<file path="config.mk">
export PLATFORM = sky130hd
export DESIGN_NAME = integer_to_radix_digits
export DESIGN_NICKNAME = d
export VERILOG_FILES = /design/src/design/itrd_pkg.sv /design/src/design/integer_to_radix_digits.sv /design/src/design/itrd_ram.sv /design/src/design/itrd_ctrl.sv /design/src/design/itrd_dp.sv
export SDC_FILE = /design/constraint.sdc
export NUM_CORES = 2
export LEC_CHECK = 0
export BUFFER_PORTS_ARGS = -buffer_cell sky130_fd_sc_hd__buf_2
export CORE_MARGIN = 2
export CORE_UTILIZATION = 57
export DETAILED_ROUTE_END_ITERATION = 10
export GPL_TIMING_DRIVEN = 0
export MAX_ROUTING_LAYER = met4
export PLACE_DENSITY = 0.76
export SLEW_MARGIN = 20
export SYNTH_ARGS = -nofsm -noshare
export SYNTH_HDL_FRONTEND = slang
export SYNTH_SLANG_ARGS = --single-unit
</file>
<file path="constraint.sdc">
create_clock -name clk -period 5.8 [get_ports clk]
set_input_delay 0.29 -clock clk [delete_from_list [all_inputs] [get_ports clk]]
set_output_delay 0.29 -clock clk [all_outputs]
set_load 0.05 [all_outputs]
</file>
<file path="src/design/itrd_pkg.sv">
`default_nettype none
package itrd_pkg;

  // Field and table geometry
  localparam int MAG_W          = 32;
  localparam int DIV_CNT_W      = 5;
  localparam int SYM_W          = 7;
  localparam int RADIX_W        = 6;
  localparam int SYM_REGS       = 7;
  localparam int SYM_REG_W      = 63;
  localparam int TBL_W          = SYM_REGS * SYM_REG_W;
  localparam int CFG_IDX_W      = 3;
  localparam int SEEN_W         = 2 ** SYM_W;
  localparam int MAX_SYMBOLS    = 63;
  localparam int MAX_DIGITS_DEF = 32;

  // Register indexes
  localparam logic [CFG_IDX_W-1:0] REG_BASE_LENGTH   = 3'd0;
  localparam logic [CFG_IDX_W-1:0] REG_SYMBOLS_FIRST = 3'd1;

  // ASCII codes
  localparam logic [SYM_W-1:0] CH_0     = 7'h30;
  localparam logic [SYM_W-1:0] CH_9     = 7'h39;
  localparam logic [SYM_W-1:0] CH_LA    = 7'h61;
  localparam logic [SYM_W-1:0] CH_LZ    = 7'h7a;
  localparam logic [SYM_W-1:0] CH_UA    = 7'h41;
  localparam logic [SYM_W-1:0] CH_UZ    = 7'h5a;
  localparam logic [SYM_W-1:0] CH_MINUS = 7'h2d;

  typedef enum logic [2:0] {
    S_IDLE,
    S_CHECK,
    S_BAD,
    S_NEXT,
    S_DIV,
    S_WRD,
    S_SIGN,
    S_EMIT
  } state_t;

  // Controller to datapath
  typedef struct packed {
    logic load;
    logic chk_step;
    logic div_clr;
    logic div_step;
    logic wr_zero;
    logic wr_digit;
    logic rd_first;
    logic rd_next;
    logic emit_bad;
    logic emit_sign;
    logic emit_digit;
  } dp_cmd_t;

  // Datapath to controller
  typedef struct packed {
    logic len_bad;
    logic sym_bad;
    logic chk_last;
    logic mag_zero;
    logic cnt_zero;
    logic cnt_full;
    logic div_last;
    logic neg;
    logic ptr_zero;
  } dp_stat_t;

  function automatic logic is_alnum(input logic [SYM_W-1:0] c);
    return ((c >= CH_0) && (c <= CH_9)) || ((c >= CH_LA) && (c <= CH_LZ)) ||
           ((c >= CH_UA) && (c <= CH_UZ));
  endfunction

  // Symbol k sits at bits SYM_W*k of the flat table; the index past the table reads zero
  function automatic logic [SYM_W-1:0] sym_sel(input logic [TBL_W-1:0] tbl,
                                               input logic [RADIX_W-1:0] idx);
    logic [SYM_W-1:0] s;
    if (&idx) begin
      s = '0;
    end else begin
      s = tbl[SYM_W*idx +: SYM_W];
    end
    return s;
  endfunction

endpackage
`default_nettype wire

</file>
<file path="src/design/integer_to_radix_digits.sv">
// Throughput: one number at a time; busy stays high until the last symbol is issued. Each
// digit takes a decide step, a 1-bit-per-cycle restoring division and a store step.
// Results come one per cycle after conversion and cannot be stalled.
// Reset (rst_n low, synchronous) clears the state machine and all configuration registers.
`default_nettype none
module integer_to_radix_digits
  import itrd_pkg::*;
#(
  parameter int MAX_DIGITS = MAX_DIGITS_DEF
) (
  input  wire logic                    clk,
  input  wire logic                    rst_n,
  input  wire logic                    start,
  output logic                         busy,
  input  wire logic signed [MAG_W-1:0] in_number,
  output logic                         out_valid,
  output logic [SYM_W-1:0]             out_symbol,
  output logic                         out_last,
  output logic                         out_base_invalid,
  input  wire logic                    cfg_we,
  input  wire logic [CFG_IDX_W-1:0]    cfg_index,
  input  wire logic [SYM_REG_W-1:0]    cfg_data
);

  dp_cmd_t  cmd;
  dp_stat_t stat;

  // Sequencer
  itrd_ctrl u_ctrl (
    .clk   (clk),
    .rst_n (rst_n),
    .start (start),
    .busy  (busy),
    .stat  (stat),
    .cmd   (cmd)
  );

  // Check, divide, store and emit
  itrd_dp #(
    .MAX_DIGITS (MAX_DIGITS)
  ) u_dp (
    .clk              (clk),
    .rst_n            (rst_n),
    .cfg_we           (cfg_we),
    .cfg_index        (cfg_index),
    .cfg_data         (cfg_data),
    .in_number        (in_number),
    .cmd              (cmd),
    .stat             (stat),
    .out_valid        (out_valid),
    .out_symbol       (out_symbol),
    .out_last         (out_last),
    .out_base_invalid (out_base_invalid)
  );

endmodule
`default_nettype wire

</file>
<file path="src/design/itrd_ram.sv">
`default_nettype none
module itrd_ram #(
  parameter int WIDTH = 7,
  parameter int DEPTH = 32
) (
  input  wire logic                     clk,
  input  wire logic                     we,
  input  wire logic [$clog2(DEPTH)-1:0] waddr,
  input  wire logic [WIDTH-1:0]         wdata,
  input  wire logic                     re,
  input  wire logic [$clog2(DEPTH)-1:0] raddr,
  output logic      [WIDTH-1:0]         rdata
);

  logic [WIDTH-1:0] mem [DEPTH];
  logic [WIDTH-1:0] rdata_r;

  // One write port, one registered read port
  always_ff @(posedge clk) begin
    if (we) begin
      mem[waddr] <= wdata;
    end
    if (re) begin
      rdata_r <= mem[raddr];
    end
  end

  assign rdata = rdata_r;

endmodule
`default_nettype wire

</file>
<file path="src/design/itrd_ctrl.sv">
`default_nettype none
module itrd_ctrl
  import itrd_pkg::*;
(
  input  wire logic     clk,
  input  wire logic     rst_n,
  input  wire logic     start,
  output logic          busy,
  input  wire dp_stat_t stat,
  output dp_cmd_t       cmd
);

  state_t state_r, state_nxt;

  // State register
  always_ff @(posedge clk) begin
    if (!rst_n) begin
      state_r <= S_IDLE;
    end else begin
      state_r <= state_nxt;
    end
  end

  // Next state and commands
  always_comb begin
    state_nxt = state_r;
    cmd       = '0;
    case (state_r)
      S_IDLE: begin
        if (start) begin
          cmd.load  = 1'b1;
          state_nxt = S_CHECK;
        end
      end
      // one symbol of the table per cycle
      S_CHECK: begin
        if (stat.len_bad || stat.sym_bad) begin
          state_nxt = S_BAD;
        end else begin
          cmd.chk_step = 1'b1;
          if (stat.chk_last) begin
            state_nxt = S_NEXT;
          end
        end
      end
      S_BAD: begin
        cmd.emit_bad = 1'b1;
        state_nxt    = S_IDLE;
      end
      // decide: zero value, done, or one more digit
      S_NEXT: begin
        if (stat.mag_zero && stat.cnt_zero) begin
          cmd.wr_zero = 1'b1;
          state_nxt   = S_SIGN;
        end else if (stat.mag_zero || stat.cnt_full) begin
          state_nxt = S_SIGN;
        end else begin
          cmd.div_clr = 1'b1;
          state_nxt   = S_DIV;
        end
      end
      S_DIV: begin
        cmd.div_step = 1'b1;
        if (stat.div_last) begin
          state_nxt = S_WRD;
        end
      end
      S_WRD: begin
        cmd.wr_digit = 1'b1;
        state_nxt    = S_NEXT;
      end
      // sign goes out while the top digit is read
      S_SIGN: begin
        cmd.rd_first  = 1'b1;
        cmd.emit_sign = stat.neg;
        state_nxt     = S_EMIT;
      end
      S_EMIT: begin
        cmd.emit_digit = 1'b1;
        if (stat.ptr_zero) begin
          state_nxt = S_IDLE;
        end else begin
          cmd.rd_next = 1'b1;
        end
      end
      default: begin
        state_nxt = S_IDLE;
      end
    endcase
  end

  assign busy = (state_r != S_IDLE);

  a_start_to_check: assert property (@(posedge clk) disable iff (!rst_n)
    (start && !busy) |=> (state_r == S_CHECK))
    else $error("accepted transaction did not enter the base check");

  a_div_holds: assert property (@(posedge clk) disable iff (!rst_n)
    (state_r == S_DIV && !stat.div_last) |=> (state_r == S_DIV))
    else $error("division left before its last step");

  a_one_action: assert property (@(posedge clk) disable iff (!rst_n)
    $onehot0({cmd.emit_bad, cmd.emit_sign, cmd.emit_digit, cmd.wr_zero, cmd.wr_digit}))
    else $error("store write and emission collide");

endmodule
`default_nettype wire

</file>
<file path="src/design/itrd_dp.sv">
`default_nettype none
module itrd_dp
  import itrd_pkg::*;
#(
  parameter int MAX_DIGITS = MAX_DIGITS_DEF
) (
  input  wire logic                        clk,
  input  wire logic                        rst_n,
  input  wire logic                        cfg_we,
  input  wire logic [CFG_IDX_W-1:0]        cfg_index,
  input  wire logic [SYM_REG_W-1:0]        cfg_data,
  input  wire logic signed [MAG_W-1:0]     in_number,
  input  wire dp_cmd_t                     cmd,
  output dp_stat_t                         stat,
  output logic                             out_valid,
  output logic [SYM_W-1:0]                 out_symbol,
  output logic                             out_last,
  output logic                             out_base_invalid
);

  localparam int AW    = $clog2(MAX_DIGITS);
  localparam int CNT_W = $clog2(MAX_DIGITS + 1);

  // Configuration registers
  logic [RADIX_W-1:0]   base_len_r;
  logic [SYM_REG_W-1:0] sym_r [SYM_REGS];
  logic [TBL_W-1:0]     tbl;

  // Working registers
  logic                 neg_r, neg_nxt;
  logic [MAG_W-1:0]     q_r, q_nxt;
  logic [RADIX_W-1:0]   rem_r, rem_nxt;
  logic [DIV_CNT_W-1:0] div_cnt_r, div_cnt_nxt;
  logic [RADIX_W-1:0]   chk_idx_r, chk_idx_nxt;
  logic [SEEN_W-1:0]    seen_r, seen_nxt;
  logic [CNT_W-1:0]     cnt_r, cnt_nxt;
  logic [AW-1:0]        ptr_r, ptr_nxt;
  logic                 out_valid_r, out_valid_nxt;
  logic [SYM_W-1:0]     out_symbol_r, out_symbol_nxt;
  logic                 out_last_r, out_last_nxt;
  logic                 out_inv_r, out_inv_nxt;

  logic [SYM_W-1:0]     chk_sym;
  logic [RADIX_W:0]     rem_sh;
  logic                 rem_ge;
  logic [CNT_W-1:0]     cnt_dec;
  logic                 ram_we;
  logic [AW-1:0]        ram_waddr;
  logic [SYM_W-1:0]     ram_wdata;
  logic                 ram_re;
  logic [AW-1:0]        ram_raddr;
  logic [SYM_W-1:0]     ram_rdata;

  // Configuration writes
  always_ff @(posedge clk) begin
    if (!rst_n) begin
      base_len_r <= '0;
      for (int r = 0; r < SYM_REGS; r++) begin
        sym_r[r] <= '0;
      end
    end else if (cfg_we) begin
      if (cfg_index == REG_BASE_LENGTH) begin
        base_len_r <= cfg_data[RADIX_W-1:0];
      end else begin
        sym_r[cfg_index - REG_SYMBOLS_FIRST] <= cfg_data;
      end
    end
  end

  // Flat symbol table
  always_comb begin
    for (int r = 0; r < SYM_REGS; r++) begin
      tbl[r*SYM_REG_W +: SYM_REG_W] = sym_r[r];
    end
  end

  // Base check, one symbol per step against the seen mask
  assign chk_sym       = sym_sel(tbl, chk_idx_r);
  assign stat.len_bad  = (base_len_r < RADIX_W'(2)) ||
                         ({1'b0, base_len_r} > (RADIX_W + 1)'(MAX_SYMBOLS));
  assign stat.sym_bad  = !is_alnum(chk_sym) || seen_r[chk_sym];
  assign stat.chk_last = (chk_idx_r == base_len_r - RADIX_W'(1));

  // Restoring divide step, one quotient bit per cycle
  assign rem_sh = {rem_r, q_r[MAG_W-1]};
  assign rem_ge = (rem_sh >= {1'b0, base_len_r});

  assign cnt_dec = cnt_r - CNT_W'(1);

  assign stat.mag_zero = (q_r == '0);
  assign stat.cnt_zero = (cnt_r == '0);
  assign stat.cnt_full = (cnt_r == CNT_W'(MAX_DIGITS));
  assign stat.div_last = (&div_cnt_r);
  assign stat.neg      = neg_r;
  assign stat.ptr_zero = (ptr_r == '0);

  // Next-state logic for the working registers
  always_comb begin
    neg_nxt        = neg_r;
    q_nxt          = q_r;
    rem_nxt        = rem_r;
    div_cnt_nxt    = div_cnt_r;
    chk_idx_nxt    = chk_idx_r;
    seen_nxt       = seen_r;
    cnt_nxt        = cnt_r;
    ptr_nxt        = ptr_r;
    out_valid_nxt  = 1'b0;
    out_symbol_nxt = out_symbol_r;
    out_last_nxt   = out_last_r;
    out_inv_nxt    = out_inv_r;

    if (cmd.load) begin
      neg_nxt     = in_number[MAG_W-1];
      q_nxt       = in_number[MAG_W-1] ? (MAG_W'(0) - unsigned'(in_number))
                                       : unsigned'(in_number);
      cnt_nxt     = '0;
      chk_idx_nxt = '0;
      seen_nxt    = '0;
    end
    if (cmd.chk_step) begin
      seen_nxt[chk_sym] = 1'b1;
      chk_idx_nxt       = chk_idx_r + RADIX_W'(1);
    end
    if (cmd.div_clr) begin
      rem_nxt     = '0;
      div_cnt_nxt = '0;
    end
    if (cmd.div_step) begin
      rem_nxt     = rem_ge ? RADIX_W'(rem_sh - {1'b0, base_len_r}) : rem_sh[RADIX_W-1:0];
      q_nxt       = {q_r[MAG_W-2:0], rem_ge};
      div_cnt_nxt = div_cnt_r + DIV_CNT_W'(1);
    end
    if (cmd.wr_zero || cmd.wr_digit) begin
      cnt_nxt = cnt_r + CNT_W'(1);
    end
    if (cmd.rd_first) begin
      ptr_nxt = cnt_dec[AW-1:0];
    end
    if (cmd.rd_next) begin
      ptr_nxt = ptr_r - AW'(1);
    end

    // result register
    if (cmd.emit_bad) begin
      out_valid_nxt  = 1'b1;
      out_symbol_nxt = '0;
      out_last_nxt   = 1'b1;
      out_inv_nxt    = 1'b1;
    end else if (cmd.emit_sign) begin
      out_valid_nxt  = 1'b1;
      out_symbol_nxt = CH_MINUS;
      out_last_nxt   = 1'b0;
      out_inv_nxt    = 1'b0;
    end else if (cmd.emit_digit) begin
      out_valid_nxt  = 1'b1;
      out_symbol_nxt = ram_rdata;
      out_last_nxt   = (ptr_r == '0);
      out_inv_nxt    = 1'b0;
    end
  end

  always_ff @(posedge clk) begin
    if (!rst_n) begin
      out_valid_r <= 1'b0;
      neg_r       <= 1'b0;
      q_r         <= '0;
      cnt_r       <= '0;
    end else begin
      out_valid_r <= out_valid_nxt;
      neg_r       <= neg_nxt;
      q_r         <= q_nxt;
      cnt_r       <= cnt_nxt;
    end
  end

  always_ff @(posedge clk) begin
    rem_r        <= rem_nxt;
    div_cnt_r    <= div_cnt_nxt;
    chk_idx_r    <= chk_idx_nxt;
    seen_r       <= seen_nxt;
    ptr_r        <= ptr_nxt;
    out_symbol_r <= out_symbol_nxt;
    out_last_r   <= out_last_nxt;
    out_inv_r    <= out_inv_nxt;
  end

  // Digit store, least significant digit at address zero
  assign ram_we    = cmd.wr_zero || cmd.wr_digit;
  assign ram_waddr = cmd.wr_zero ? '0 : cnt_r[AW-1:0];
  assign ram_wdata = sym_sel(tbl, cmd.wr_zero ? '0 : rem_r);
  assign ram_re    = cmd.rd_first || cmd.rd_next;
  assign ram_raddr = cmd.rd_first ? cnt_dec[AW-1:0] : (ptr_r - AW'(1));

  itrd_ram #(
    .WIDTH (SYM_W),
    .DEPTH (MAX_DIGITS)
  ) u_digits (
    .clk   (clk),
    .we    (ram_we),
    .waddr (ram_waddr),
    .wdata (ram_wdata),
    .re    (ram_re),
    .raddr (ram_raddr),
    .rdata (ram_rdata)
  );

  assign out_valid        = out_valid_r;
  assign out_symbol       = out_symbol_r;
  assign out_last         = out_last_r;
  assign out_base_invalid = out_inv_r;

  a_gap_after_last: assert property (@(posedge clk) disable iff (!rst_n)
    (out_valid && out_last) |=> !out_valid)
    else $error("result strobe right after the last symbol");

  a_invalid_alone: assert property (@(posedge clk) disable iff (!rst_n)
    (out_valid && out_base_invalid) |-> out_last)
    else $error("invalid-base result is not a single final result");

  a_store_bound: assert property (@(posedge clk) disable iff (!rst_n)
    cmd.wr_digit |-> !stat.cnt_full)
    else $error("digit written past the end of the store");

endmodule
`default_nettype wire

</file>
# Yosys cells after proc, flatten, opt, wreduce, memory -nomap -nowiden
# Memory sizes are Yosys's and may differ from the RTL's. A register that Yosys moved wholly into a read port is not among the register bits.
# Index checks and enable logic that the tools add are counted.
# totals
register_bits,208
mem_bits_rw,665
inputBits,102
output_inout_bits,11
n_memories,2
# op_classes
add_sub_neg,9
multipliers,2
order_cmp,10
n_eq_ne,13
shift,2
muxes,68
n_bitwise,1
reduce_logical,32
# mem_list
memory,words,width,read_ports,rd_ports_with_merged_regs,wr,line,text
u_dp.sym_r,7,63,7,0,7,itrd_dp.sv:26,logic [SYM_REG_W-1:0] sym_r [SYM_REGS];
u_dp.u_digits.mem,32,7,1,1,1,itrd_ram.sv:15,logic [WIDTH-1:0] mem [DEPTH];
# ops
operator,n
$shiftx 441x10->7,2
$mux 128,2
$or 128x128->128,1
$mux 32,3
$mux 63,1
$reduce_or 63->1,1
$mux 6,9
$mux 1,34
$logic_not 32->1,1
$sub 1x32->32 const A,1
$mux 5,6
$pmux 3 s8,1
$mul 3x6->9 const A,2
$mux 3,6
$ge 7x7->1 const B,2
$le 7x7->1 const B,2
$mux 7,2
$add 6x1->6 const B,2
$eq 3x3->1 const B,4
$reduce_and 6->1,2
$reduce_bool 2->1,6
$sub 5x1->5 const B,2
$lt 7x8->1 const B,1
$bmux 1 s7,1
other kinds (28),43

# Longest topological paths before layout
# depth
word_depth,13
depth_mapped,20
ltp_nobuf,13

# Modules after synthesis
# From an unflattened synthesis, not the netlist that was laid out.
# hier_totals
cells_unflattened,3212
area_unflattened_um2,40993.1
# by_module_without_submodules
mod,instances,cells_per_inst,area_each_um2,seq_area_each_um2
itrd_dp,1,2801,31801.8,16295.6
itrd_ram,1,370,8903.5,6936.7
itrd_ctrl,1,41,287.8,60.1

# Worst setup path before layout
# No wires, ideal clock.
# synth_timing
kind,input to register
startpoint,input port cfg_index[0]
endpoint,"memory u_dp.sym_r[4][0], enable pin"
arrival_time_ps,5708
slack_ps,-479
cell_stages,8
n_path_buf,1
path_cell_list,inv_1 ha_1 nand2b_1 and3_1 clkbuf_1 nand2_1 nand2_1 o21ai_0
# synth_lines
item,line,text
from (decl),integer_to_radix_digits.sv:21,"input wire logic [CFG_IDX_W-1:0] cfg_index,"
to (decl),itrd_dp.sv:26,

# Worst setup path in the final report
# layout_timing
startpoint,register u_dp.cnt_r[3]
endpoint,memory u_dp.u_digits.mem[26][5] (data pin)
# layout_between
elab_chain_cells,8
word_cells_on_any_way,9
classes_between,1 x mul; 1 x shift; 4 x mux; 3 x reduce/logical
# layout_lines
item,line,text
from (decl),itrd_dp.sv:36,"logic [CNT_W-1:0] cnt_r, cnt_nxt;"
from (signal assigned),itrd_dp.sv:172,cnt_r <= cnt_nxt;
$logic_not 6->1 (*),itrd_dp.sv:91,assign stat.cnt_zero = (cnt_r == '0);
$logic_and 1x1->1 (*),itrd_ctrl.sv:52,if (stat.mag_zero && stat.cnt_zero) begin
$mux 1 (*),itrd_ctrl.sv:52,
$mux 1 (*),itrd_ctrl.sv:28,case (state_r)
$mux 6 (*),itrd_dp.sv:190,"assign ram_wdata = sym_sel(tbl, cmd.wr_zero ? '0 : rem_r);"
$mul 3x6->9,itrd_pkg.sv:81,s = tbl[SYM_W*idx +: SYM_W];
$shiftx 441x10->7,itrd_pkg.sv:81,
$mux 7 (*),itrd_pkg.sv:78,if (&idx) begin
via u_dp.ram_wdata[5],itrd_dp.sv:49,logic [SYM_W-1:0] ram_wdata;
to (decl),itrd_ram.sv:15,
# Mark *: on every way through the listed nets, which the timed path passes. The rest lies on a longest branch.

==> summary.txt <==
Status
  – Failing checks: negative setup slack
  – Status: finished, violations left

Setup path
  – Worst EP arrival: 6.46 ns
  – R2r startpoint: u_dp.cnt_r[3]
  – Critical path type: flip-flop to flip-flop
  – R2r setup slk: -0.28 ns
  – CP Launch Point: u_dp.cnt_r[3]
  – R2R Path End: u_dp.u_digits.mem[26][5]
  – CP Data Required Time: 6.18 ns
  – CP Capture Type: flip-flop
  – CP max FO: 32
  – R2R cell count: 11
  – Crit start category: flip-flop

Timing
  – Max Slew Vio Count: 0
  – Slew headroom: 6.892%
  – Final Hold Vio Count: 0
  – Setup violators final: 194
  – Slew @ Worst Pin: 1.397 ns
  – Tmin final: 6.076 ns
  – RSZ-0062 raised after global routing: true
  – Period utilisation layout: 104.8%
  – Hold_ws: 0.02618 ns
  – Highest clock rate: 164.6 MHz
  – Final setup margin: -0.2765 ns
  – Clock Skew: 0.05741 ns

Yosys
  – FFs w/ async S/R, synth: 0%
  – Xor-xnor portion of the synthesized cell area: 1.144%
  – Post-synth EDFFs: 631
  – Most used DFF post-synth: edfxtp_1
  – Adder-Cell Fraction of Synth Area: 0.5528%
  – Syn Nets: 3832
  – Post-synth top area cell: edfxtp_1
  – Largest family of logic cells by synthesized area: simple AND/OR/NAND/NOR gates
  – Mux cell area share after synthesis: 13.27%
  – Top cell type's share of synthesized area: 45.01%
  – Synthesized area: 0.04210 mm^2
  – Syn avg cell area: 11.34 um^2
  – Synth Area in Simple Gates: 16.58%
  – Yosys reg bits: 848
  – Seq/Total Area, Yosys: 55.33%
  – Yosys cell types: 100
  – Top cells by area, synth: edfxtp_1 (45%), dfxtp_1 (10%), mux4_2 (8.8%)
  – Fraction of the mapped netlist area in compound gates: 9.012%
  – Post-synthesis cell count: 3712
  – YS warnings: 0

Placed design
  – I/O Buffers: 111
  – Placed insts: 4801
  – RePlAce Congestion: 1.074
  – HPWL after detailed placement: 115700 um

Floorplan
  – Die H: 275.8 um
  – Total Die Area: 0.07604 mm^2
  – Top Ports: 113
  – Starting density of the core: 57.60%
  – Std-Cell Rows: 99
  – Die Width: 275.8 um
  – Core outline area: 0.07308 mm^2

Layout
  – Post-Layout Cell Count: 5033
  – Fraction of layout cells with a size suffix above 1: 14.31%
  – Most common cell after layout, fill and taps aside: edfxtp_1
  – Commonest cells after routing, fill and taps aside: edfxtp_1 (631), nand2_1 (570), nor2_1 (394)
  – Nets: 4111
  – Layout area overhead: 14.36%
  – Total of fill cells in the finished design: 5665

Worst hold path
  – Hold WC Path Type: primary input to flip-flop
  – Hold Path Cell Cnt: 4
  – Hold Startpoint: in_number[28]
  – Hold Path End: u_dp.q_r[28]

Clock tree
  – Cts bufs inserted: 89
  – CTS H-Tree Depth: 3
  – CTS tree: done
  – Worst-path clk slew: 0.06 ns
  – Max Buffers Root-to-Sink: 3
  – Latest clock arrival within the worst-skew pair: 0.71 ns
  – Sink Count: 848
  – CTS root buf: clkbuf_16
  – Post-CTS setup buffer count: 0

Global routing
  – First-pass GRT wire length: 230700 um
  – Largest net degree at the start of global routing: 41
  – Vias in the first global route: 32662
  – GR Overflow Total: 0
  – Tot GR Track Use: 44.87%
  – Initial antenna violation count: 7

Drt
  – Drt pass-1 iters: 9
  – Final ANT Viol Nets: 0
  – Initial detailed-routing violation count: 6204
  – Drc violations: 0
  – Routed vias/inst: 6.879
  – Routed wire per std cell: 32.82 um
  – Total wire length: 165200 um
  – Via count: 34620

Pwr
  – Total power: 15.79 mW
  – Worst IR drop on VDD: 0.2552 mV
  – Power per Cell Area: 327.9 mW/mm^2
  – P_leak: 16.98 nW

Run
  – Max_cap viols: 0
==> cells in the mapped netlist (21+ instances only) <==
master and instances:
o21ai_0 109, inv_1 105, mux2i_1 143, o31ai_1 27, dfxtp_1 217, a22oi_1 53
nor2b_1 60, nor2_1 395, nand2_1 573, edfxtp_1 631, mux4_2 165, a211oi_1 41
and2_1 134, o211ai_1 21, xor2_1 36, a21boi_0 67, a21oi_1 72, or3_1 23
buf_1 25, nand2b_1 22, buf_2 24, nand3_1 226, clkbuf_1 195, nor4_1 24
==> cells by family (layout without fill, tap and decap cells) <==
group / count (synthesis) / in the layout
buf+inv: 379 / 733
other cells: 0 / 8
mux: 334 / 334
compound gates: 538 / 538
xor+xnor: 55 / 55
fa+ha+maj: 18 / 18
flops: 848 / 848
simple gates: 1540 / 1540
==> registers in the layout, summed over array words and instances (netlist names), 7 cells and up <==
register / cells
u_dp.out_symbol: 7
u_dp.seen_r: 96
u_dp.sym_r: 441
u_dp.q_r: 32
u_dp.u_digits.rdata: 7
u_dp.u_digits.mem: 224
==> area by class of cell <==
| type | instances | area (um^2) | area share [%] |
|---|---|---|---|
| buffer | 273 | 1360 | 2.825 |
| clock inverter | 56 | 739.5 | 1.536 |
| tap | 959 | 1200 | 2.492 |
| inverter | 106 | 397.9 | 0.8265 |
| multi-input combinational | 2485 | 17240 | 35.81 |
| sequential | 848 | 23290 | 48.38 |
| antenna | 8 | 20.02 | 0.04158 |
| timing repair buffer | 188 | 1546 | 3.212 |
| clock buffer | 110 | 2346 | 4.873 |
==> per-layer routing <==
layer	part of all wire, %	global-route usage (%)
met5	0	-
met1	34	55.16
met2	42	62.18
met3	14	14.22
met4	9.5	32.84
==> worst max-delay path by stage <==
stage | end | slack, ns | cells after the start
3_3_place_gp | u_dp.u_digits.mem[0][3] | -1.86 | 10
2_1_floorplan | u_dp.sym_r[4][0] | 1.22 | 8
4_1_cts | u_dp.chk_idx_r[4] | 0.05 | 15
6_report | u_dp.u_digits.mem[26][5] | -0.28 | 11
3_5_place_dp | u_dp.chk_idx_r[5] | -0.43 | 16
5_1_grt | u_dp.u_digits.mem[16][5] | -0.04 | 11
==> what timing repair did <==
item                       in CTS  in global routing
cloned                          0                  0
setup endpoints to repair      23                102
hold buffers                   57                  0
hold endpoints to repair       87                  0
gates resized for setup         6                 26
==> worst max-delay path, stage by stage (launching register included) <==
cell,delay (ns)
dfxtp_1,0.30
clkbuf_1,0.21
or3_1,0.39
clkbuf_1,0.22
nor4_1,0.50
nand3_1,0.48
nand2_1,0.63
buf_1,0.81
buf_1,0.77
o21ai_0,0.27
o211ai_1,0.44
o21a_2,0.72
==> per-stage QoR <==
| stage | instance area [um^2] | setup TNS (ns) | setup slack (ns) | util, % |
|---|---|---|---|---|
| finish | 48140 | -26.69 | -0.2765 | 65.87 |
| detailed placement | 44400 | -2.961 | -0.4261 | 60.76 |
| global route | 48130 | -1.408 | -0.03865 | 65.86 |
| global placement | 43850 | -464.23 | -1.856 | 60.00 |
| floorplan | 42100 | 0 | 1.223 | - |
| CTS | 48070 | 0 | 0.05180 | 65.78 |
==> report_power, final <==
part           internal [mW]  switching (mW)  total (mW)
registers               6.80           0.174        6.97
clock network           3.46            2.62        6.07
logic                  0.903            1.83        2.74
total                   11.2            4.62        15.8
Power figures use the tool's default switching activity.
